`src/har_pkg.sv`:
```
`timescale 1ns / 1ps
// Package for the host address resolver: request codes, register indexes,
// field widths and the structs passed between the top level and the table cells.
package har_pkg;

  localparam int unsigned TableDepth = 16;

  localparam int unsigned IpW  = 32;
  localparam int unsigned MacW = 48;
  localparam int unsigned IdxW = 4;
  localparam int unsigned PfxW = 24;
  localparam int unsigned CfgW = 32;

  localparam logic [1:0] REQ_WRITE = 2'd0;
  localparam logic [1:0] REQ_FWD   = 2'd1;
  localparam logic [1:0] REQ_REV   = 2'd2;

  localparam logic CFG_LOCAL_NET = 1'b0;
  localparam logic CFG_GATEWAY   = 1'b1;

  localparam logic [IpW-1:0] LocalhostIp = 32'h7F00_0001;

  // Slot write broadcast to every cell.
  typedef struct packed {
    logic            en;
    logic [IdxW-1:0] index;
    logic            valid;
    logic [IpW-1:0]  ip;
    logic [MacW-1:0] mac;
  } har_wr_t;

  // Search token handed from cell to cell.
  typedef struct packed {
    logic            active;
    logic            rev;
    logic            done;
    logic            hit;
    logic            via;
    logic [IpW-1:0]  key_ip;
    logic [MacW-1:0] key_mac;
    logic [IpW-1:0]  res_ip;
    logic [MacW-1:0] res_mac;
  } har_tok_t;

endpackage

```
`src/har_if.sv`:
```
`timescale 1ns / 1ps
// Valid/ready channels of the host address resolver: request and response.
// Depends on har_pkg for field widths.
interface har_req_if import har_pkg::*; ();
  logic            valid;
  logic            ready;
  logic [1:0]      req_type;
  logic [IdxW-1:0] entry_index;
  logic            entry_enable;
  logic [IpW-1:0]  ip_value;
  logic [MacW-1:0] mac_value;
  logic            skip_routing;

  modport source (output valid, req_type, entry_index, entry_enable, ip_value, mac_value,
                  skip_routing, input ready);
  modport sink (input valid, req_type, entry_index, entry_enable, ip_value, mac_value,
                skip_routing, output ready);
endinterface

interface har_rsp_if import har_pkg::*; ();
  logic            valid;
  logic            ready;
  logic            found;
  logic [MacW-1:0] mac_result;
  logic [IpW-1:0]  ip_result;
  logic            via_gateway;

  modport source (output valid, found, mac_result, ip_result, via_gateway, input ready);
  modport sink (input valid, found, mac_result, ip_result, via_gateway, output ready);
endinterface

```
`src/host_address_resolver.sv`:
```
`timescale 1ns / 1ps
// Host address resolver: IPv4/MAC host table as a chain of slot cells.
// Writes, localhost and unused request codes: response valid in the cycle after the transfer.
// Lookups: token walks one cell per cycle; response registered when it leaves the last cell;
// one lookup in flight, so the request channel stays busy until the token leaves the last cell.
// Reset clears config registers and all slot valid bits; slot data is undefined until written.
module host_address_resolver import har_pkg::*; #(
  parameter int unsigned TABLE_DEPTH = TableDepth
) (
  input  logic         clk_i,
  input  logic         rst_ni,
  har_req_if.sink      req_i,
  har_rsp_if.source    rsp_o,
  input  logic         cfg_we_i,
  input  logic         cfg_index_i,
  input  logic [CfgW-1:0] cfg_data_i
);

  logic [PfxW-1:0] prefix_q;
  logic [IpW-1:0]  gateway_q;
  logic            busy_q;
  logic            rsp_valid_q;
  logic            found_q;
  logic [MacW-1:0] mac_res_q;
  logic [IpW-1:0]  ip_res_q;
  logic            via_q;

  har_tok_t chain [TABLE_DEPTH+1];
  har_tok_t last_tok;
  har_wr_t  wr;

  logic accept;
  logic is_fwd, is_rev, localhost, off_net, launch, direct;

  assign req_i.ready = !busy_q && (!rsp_valid_q || rsp_o.ready);
  assign accept      = req_i.valid && req_i.ready;

  assign is_fwd    = req_i.req_type == REQ_FWD;
  assign is_rev    = req_i.req_type == REQ_REV;
  assign localhost = !req_i.skip_routing && (req_i.ip_value == LocalhostIp);
  assign off_net   = !req_i.skip_routing && !localhost &&
                     (req_i.ip_value[IpW-1:IpW-PfxW] != prefix_q);
  assign launch    = accept && (is_rev || (is_fwd && !localhost));
  assign direct    = accept && !launch;

  assign wr.en    = accept && (req_i.req_type == REQ_WRITE);
  assign wr.index = req_i.entry_index;
  assign wr.valid = req_i.entry_enable;
  assign wr.ip    = req_i.ip_value;
  assign wr.mac   = req_i.mac_value;

  always_comb begin
    chain[0].active  = launch;
    chain[0].rev     = is_rev;
    chain[0].done    = 1'b0;
    chain[0].hit     = 1'b0;
    chain[0].via     = is_fwd && off_net;
    chain[0].key_ip  = (is_fwd && off_net) ? gateway_q : req_i.ip_value;
    chain[0].key_mac = req_i.mac_value;
    chain[0].res_ip  = '0;
    chain[0].res_mac = '0;
  end

  for (genvar g = 0; g < TABLE_DEPTH; g++) begin : g_cell
    har_cell #(.CellIdx(g)) u_cell (
      .clk_i  (clk_i),
      .rst_ni (rst_ni),
      .wr_i   (wr),
      .tok_i  (chain[g]),
      .tok_o  (chain[g+1])
    );
  end

  assign last_tok = chain[TABLE_DEPTH];

  always_ff @(posedge clk_i or negedge rst_ni) begin
    if (!rst_ni) begin
      prefix_q    <= '0;
      gateway_q   <= '0;
      busy_q      <= 1'b0;
      rsp_valid_q <= 1'b0;
    end else begin
      if (cfg_we_i) begin
        unique case (cfg_index_i)
          CFG_LOCAL_NET: prefix_q  <= cfg_data_i[PfxW-1:0];
          CFG_GATEWAY:   gateway_q <= cfg_data_i[IpW-1:0];
          default:       ;
        endcase
      end
      if (launch) begin
        busy_q <= 1'b1;
      end else if (last_tok.active) begin
        busy_q <= 1'b0;
      end
      if (direct || last_tok.active) begin
        rsp_valid_q <= 1'b1;
      end else if (rsp_o.ready) begin
        rsp_valid_q <= 1'b0;
      end
    end
  end

  always_ff @(posedge clk_i) begin
    if (direct) begin
      found_q   <= is_fwd;
      mac_res_q <= '0;
      ip_res_q  <= '0;
      via_q     <= 1'b0;
    end else if (last_tok.active) begin
      found_q   <= last_tok.hit;
      mac_res_q <= (last_tok.rev || !last_tok.hit) ? '0 : last_tok.res_mac;
      ip_res_q  <= (last_tok.rev && last_tok.hit) ? last_tok.res_ip : '0;
      via_q     <= last_tok.via;
    end
  end

  assign rsp_o.valid       = rsp_valid_q;
  assign rsp_o.found       = found_q;
  assign rsp_o.mac_result  = mac_res_q;
  assign rsp_o.ip_result   = ip_res_q;
  assign rsp_o.via_gateway = via_q;

  a_launch_idle: assert property (@(posedge clk_i) disable iff (!rst_ni)
    launch |-> !busy_q)
    else $error("lookup launched while chain busy");

  a_exit_busy: assert property (@(posedge clk_i) disable iff (!rst_ni)
    last_tok.active |-> busy_q)
    else $error("token left chain with no lookup in flight");

  a_exit_clears: assert property (@(posedge clk_i) disable iff (!rst_ni)
    last_tok.active |=> !busy_q && rsp_valid_q)
    else $error("finished lookup did not free chain and load response");

  a_no_ready_busy: assert property (@(posedge clk_i) disable iff (!rst_ni)
    busy_q |-> !req_i.ready)
    else $error("request ready during lookup");

endmodule

```
`src/har_cell.sv`:
```
`timescale 1ns / 1ps
// One table slot: holds valid bit, IP and MAC, and compares the passing search token.
// Depends on har_pkg.
module har_cell import har_pkg::*; #(
  parameter int unsigned CellIdx = 0
) (
  input  logic     clk_i,
  input  logic     rst_ni,
  input  har_wr_t  wr_i,
  input  har_tok_t tok_i,
  output har_tok_t tok_o
);

  logic            valid_q;
  logic [IpW-1:0]  ip_q;
  logic [MacW-1:0] mac_q;
  logic            wr_sel;
  logic            match;
  har_tok_t        tok_d, tok_q;

  assign wr_sel = wr_i.en && (32'(wr_i.index) == 32'(CellIdx));
  assign match  = tok_i.rev ? (mac_q == tok_i.key_mac) : (ip_q == tok_i.key_ip);

  always_comb begin
    tok_d = tok_i;
    if (tok_i.active && !tok_i.done) begin
      if (!valid_q) begin
        tok_d.done = 1'b1;
      end else if (match) begin
        tok_d.done    = 1'b1;
        tok_d.hit     = 1'b1;
        tok_d.res_ip  = ip_q;
        tok_d.res_mac = mac_q;
      end
    end
  end

  always_ff @(posedge clk_i or negedge rst_ni) begin
    if (!rst_ni) begin
      valid_q <= 1'b0;
      tok_q   <= '0;
    end else begin
      if (wr_sel) begin
        valid_q <= wr_i.valid;
      end
      tok_q <= tok_d;
    end
  end

  always_ff @(posedge clk_i) begin
    if (wr_sel) begin
      ip_q  <= wr_i.ip;
      mac_q <= wr_i.mac;
    end
  end

  assign tok_o = tok_q;

endmodule
```
`src/flat_wrapper.sv`:
```
// flat-port wrapper written by rule: the top's interface ports become plain ports
module host_address_resolver_flat import har_pkg::*;
#(
  parameter int unsigned TABLE_DEPTH = TableDepth
)
  (clk_i, rst_ni, cfg_we_i, cfg_index_i, cfg_data_i, req_i_valid, req_i_req_type, req_i_entry_index, req_i_entry_enable, req_i_ip_value, req_i_mac_value, req_i_skip_routing, req_i_ready, rsp_o_valid, rsp_o_found, rsp_o_mac_result, rsp_o_ip_result, rsp_o_via_gateway, rsp_o_ready);
  har_req_if req_i_i ();
  har_rsp_if rsp_o_i ();
  input  logic clk_i;
  input  logic rst_ni;
  input  logic cfg_we_i;
  input  logic cfg_index_i;
  input  logic [CfgW-1:0] cfg_data_i;
  input wire logic [$bits(req_i_i.valid)-1:0] req_i_valid;
  input wire logic [$bits(req_i_i.req_type)-1:0] req_i_req_type;
  input wire logic [$bits(req_i_i.entry_index)-1:0] req_i_entry_index;
  input wire logic [$bits(req_i_i.entry_enable)-1:0] req_i_entry_enable;
  input wire logic [$bits(req_i_i.ip_value)-1:0] req_i_ip_value;
  input wire logic [$bits(req_i_i.mac_value)-1:0] req_i_mac_value;
  input wire logic [$bits(req_i_i.skip_routing)-1:0] req_i_skip_routing;
  output wire logic [$bits(req_i_i.ready)-1:0] req_i_ready;
  output wire logic [$bits(rsp_o_i.valid)-1:0] rsp_o_valid;
  output wire logic [$bits(rsp_o_i.found)-1:0] rsp_o_found;
  output wire logic [$bits(rsp_o_i.mac_result)-1:0] rsp_o_mac_result;
  output wire logic [$bits(rsp_o_i.ip_result)-1:0] rsp_o_ip_result;
  output wire logic [$bits(rsp_o_i.via_gateway)-1:0] rsp_o_via_gateway;
  input wire logic [$bits(rsp_o_i.ready)-1:0] rsp_o_ready;
  assign req_i_i.valid = req_i_valid;
  assign req_i_i.req_type = req_i_req_type;
  assign req_i_i.entry_index = req_i_entry_index;
  assign req_i_i.entry_enable = req_i_entry_enable;
  assign req_i_i.ip_value = req_i_ip_value;
  assign req_i_i.mac_value = req_i_mac_value;
  assign req_i_i.skip_routing = req_i_skip_routing;
  assign req_i_ready = req_i_i.ready;
  assign rsp_o_valid = rsp_o_i.valid;
  assign rsp_o_found = rsp_o_i.found;
  assign rsp_o_mac_result = rsp_o_i.mac_result;
  assign rsp_o_ip_result = rsp_o_i.ip_result;
  assign rsp_o_via_gateway = rsp_o_i.via_gateway;
  assign rsp_o_i.ready = rsp_o_ready;
  host_address_resolver #(.TABLE_DEPTH(TABLE_DEPTH)) u_core (.clk_i(clk_i), .rst_ni(rst_ni), .req_i(req_i_i), .rsp_o(rsp_o_i), .cfg_we_i(cfg_we_i), .cfg_index_i(cfg_index_i), .cfg_data_i(cfg_data_i));
endmodule
```
`config.mk`:
```
export PLATFORM = sky130hd
export DESIGN_NAME = host_address_resolver_flat
export DESIGN_NICKNAME = d
export VERILOG_FILES = /design/src/har_pkg.sv /design/src/har_if.sv /design/src/host_address_resolver.sv /design/src/har_cell.sv /design/src/flat_wrapper.sv
export SDC_FILE = /design/constraint.sdc
export NUM_CORES = 2
export LEC_CHECK = 0
export ABC_AREA = 1
export BUFFER_PORTS_ARGS = -buffer_cell sky130_fd_sc_hd__buf_2
export CORE_MARGIN = 2
export CORE_UTILIZATION = 30
export CTS_CLUSTER_SIZE = 8
export DETAILED_ROUTE_END_ITERATION = 10
export PLACE_DENSITY = 0.51
export SYNTH_ARGS = -nofsm -noshare
export SYNTH_HDL_FRONTEND = slang
export SYNTH_SLANG_ARGS = --single-unit
```
`constraint.sdc`:
```
create_clock -name clk_i -period 15.14 [get_ports clk_i]
set_input_delay 2.271 -clock clk_i [delete_from_list [all_inputs] [get_ports clk_i]]
set_output_delay 2.271 -clock clk_i [all_outputs]
set_load 0.02 [all_outputs]
```
==> metrics.txt <==
initial antenna violation count 47; Crit path max-delay family simple AND/OR/NAND/NOR gates; Synth cell types 49; VDD IR max 0.1083 mV; synth top area cells dfrtp_1, edfxtp_1, nand2_1; clock buffer count from CTS 570; placed cell area about 150,000 um2; Post-layout nets ~12,000; outcome finished clean; Die ar. 483,000 um2; clk buf depth 4; Setup Skew roughly 0.046 ns; post-CTS sizing 0; Syn Inst Count about 12,000; Post-CTS Setup Inserts 0; worst path cell trace buf_2, inv_1, nand2_1, nand2_1, nor2_1, nand2_1, nor2_1, nand3_2, nand2_2, buf_4, inv_1, nand2_1, nand2_1, nand2_1, nand2_1, nand2_1, nor2_1, nand2_1, nor2_1, nand2_1, nand2_2, nand2_4, buf_4, nor2_1; fmax around 160 MHz; mux cell area share after synthesis 0.6683%; drt drc 0; Yosys Warn Count 0; router iterations before antenna repair 6; number of global-route vias before repair a little over 80,000; sequential share of the synthesized area approximately 74%; final hold vios 0; max capacitance violation total 0; Root Buffer clkbuf_16; core area about 480,000 um2; top-area cell type share of the netlist area 46.00%; share of cells above drive strength 1 approximately an eighth; routed len/inst 20.12 um; post-route ant nets 0; most common cell after layout, fill and taps aside dfrtp_1; first-iteration detailed-routing DRC count 6,603; via count around 80,000; Final period util between 40% and 50%; Finished Cell Area about 170,000 um2; Critical path buffers and inverters 5; global-route wire length before repair 566,300 um; via-per-instance ratio 4.223; IO buf count 209; pins over their slew limit 0; Mapped Nets 11,778; Worst Path Required 15.96 ns; syn avg cell area around 12 um2; Synth Area in Compound Gates 5.488%; Area Overhead vs Synth 18.12%; hold buffers post-CTS 0; Fillers 46,191; Post-Synth XOR/XNOR Area approximately 3.4%; # IOs 210; largest net degree at the start of global routing 157; CTS tree done; Worst slew margin roughly 15%; synthesis-stage register bit count 3,995; CTS sink cnt 3,995; Worst path max stage delay roughly 0.63 ns; area of the mapped netlist 143,200 um2; worst-path fanout max 57; Starting Density 30.15%; final setup fails 0; Critical Path Sink Type register; Startpoint Class input pin; commonest cells after routing, fill and taps aside dfrtp_1, nand2_1, inv_1; commonest register cell after synthesis dfrtp_1; Synth Area in Adders 0%; CP max stage cell buf_4; Pwr Total 0.02417 W; minimum clock period 6.217 ns; GP Congestion 0.9168; Critical Path AT approximately 7.0 ns; setup TNS after final layout 0 ns; post-synthesis async set-or-reset flop share 65.91%; CTS clock-pin slew for the worst setup and hold paths roughly 0.050 ns; final WL 384,300 um; Die H 695.0 um; Hold WC Path Type reg -> reg; H-tree Lvls 6; Leakage 74.22 nW; insertion delay to the later sink of the worst-skew pair 1.00 ns; pwr/cell area 142.9 nW/um2; die width 695.0 um; gr ovfl total 0; simple-gate share of the synthesized area 11.77%; main combinational cell family by area after synthesis simple AND/OR/NAND/NOR gates; area leader, netlist dfrtp_1; WS Path Type in -> reg; number of synthesized flops with an enable pin 1,281; Post-DP HPWL around 280,000 um; gr usage total 15.72%; most frequent cell on the critical path nand2_1; FP Rows 253; worst-margin pin slew 1.245 ns; RSZ-0062 raised after global routing false
## worst paths after layout
check / from / to / slack, ns / cells past startpoint
max in group asynchronous: rst_ni / u_core.g_cell[14].u_cell.tok_o[126]$_DFF_PN0_ / 10.69 / 4
max: req_i_ip_value[13] / u_core.g_cell[0].u_cell.tok_o[26]$_DFF_PN0_ / 8.92 / 24
min in group asynchronous: rst_ni / u_core.g_cell[1].u_cell.tok_o[23]$_DFF_PN0_ / 1.29 / 1
max reg2reg: u_core.busy_q$_DFFE_PN0P_ / u_core.g_cell[12].u_cell.mac_q[21]$_DFFE_PP_ / 10.39 / 6
min reg2reg: u_core.g_cell[4].u_cell.tok_o[160]$_DFF_PN0_ / u_core.g_cell[5].u_cell.tok_o[160]$_DFF_PN0_ / 0.34 / 0
min: u_core.g_cell[4].u_cell.tok_o[160]$_DFF_PN0_ / u_core.g_cell[5].u_cell.tok_o[160]$_DFF_PN0_ / 0.34 / 0
## worst reg2reg max path, cell delays in order, from the launching register on
cell     delay, ns
dfrtp_1       0.44
nor2_1        0.16
nand2_1       0.41
nor3_1        0.74
nand3_1       0.74
nor2_4        1.09
buf_4         0.73
## area by class of cell
| cell class | count | area, um2 | area share, % |
|---|---|---|---|
| Inverter | 1451 | 5446 | 3.219 |
| Timing Repair Buffer | 349 | 2175 | 1.285 |
| Tap cell | 6375 | 7976 | 4.714 |
| Sequential cell | 3995 | 106000 | 62.64 |
| Clock inverter | 45 | 760.7 | 0.4496 |
| Multi-Input combinational cell | 5887 | 30760 | 18.18 |
| Antenna cell | 17 | 42.54 | 0.02514 |
| Clock buffer | 978 | 16050 | 9.486 |
## cells in the mapped netlist, types with 101 or more instances
library cell,count
xnor2_1,376
nand3_1,290
nor4_1,121
o21ai_0,1125
clkbuf_1,297
nor2_1,410
o2111ai_1,101
nand4_1,205
or2_2,424
edfxtp_1,1281
xor2_1,178
dfrtp_1,2633
nand2_1,2306
inv_1,1440
## per-layer routing
metal	vias up	GRT usage, %	routed length, um
li1	39371	-	-
met1	38730	24.45	196400
met2	1879	22.24	157200
met3	623	2.575	19220
met4	48	4.720	11130
met5	-	0	282
## report_power, final
group | switching, W | internal, W
Combinational | 0.000510 | 0.000188
Sequential | 0.000234 | 0.0114
Clock | 0.00463 | 0.00719
## stage by stage
step | worst slack [ns] | hold slack [ns] | utilization [%] | std cells
after floorplan | 7.938 | 0.3312 | - | 11652
after CTS | 8.894 | 0.3423 | 35.60 | 19080
final | 8.923 | 0.3416 | 35.61 | 19097
after detailed placement | 7.841 | 0.3347 | 32.06 | 18057
after global placement | 7.871 | 0.3329 | 32.06 | 18057
after global routing | 8.455 | 0.3528 | 35.60 | 19082
## sequential cells by signal (all words and copies together), names as in the netlist
signal,count
u_core.rsp_o.via_gateway,1
u_core.g_cell.u_cell.mac_q,768
u_core.busy_q,1
u_core.gateway_q,32
u_core.rsp_o.mac_result,48
u_core.rsp_o.found,1
u_core.rsp_o.valid,1
u_core.g_cell.u_cell.ip_q,512
u_core.prefix_q,24
u_core.rsp_o.ip_result,32
u_core.g_cell.u_cell.valid_q,16
u_core.g_cell.u_cell.tok_o,2559
## cells by family after synthesis
logic type / Yosys count
buf+inv: 1770
flops: 3995
simple gates: 3837
mux: 85
compound gates: 1411
xor+xnor: 554
Power figures use the tool's default switching activity.
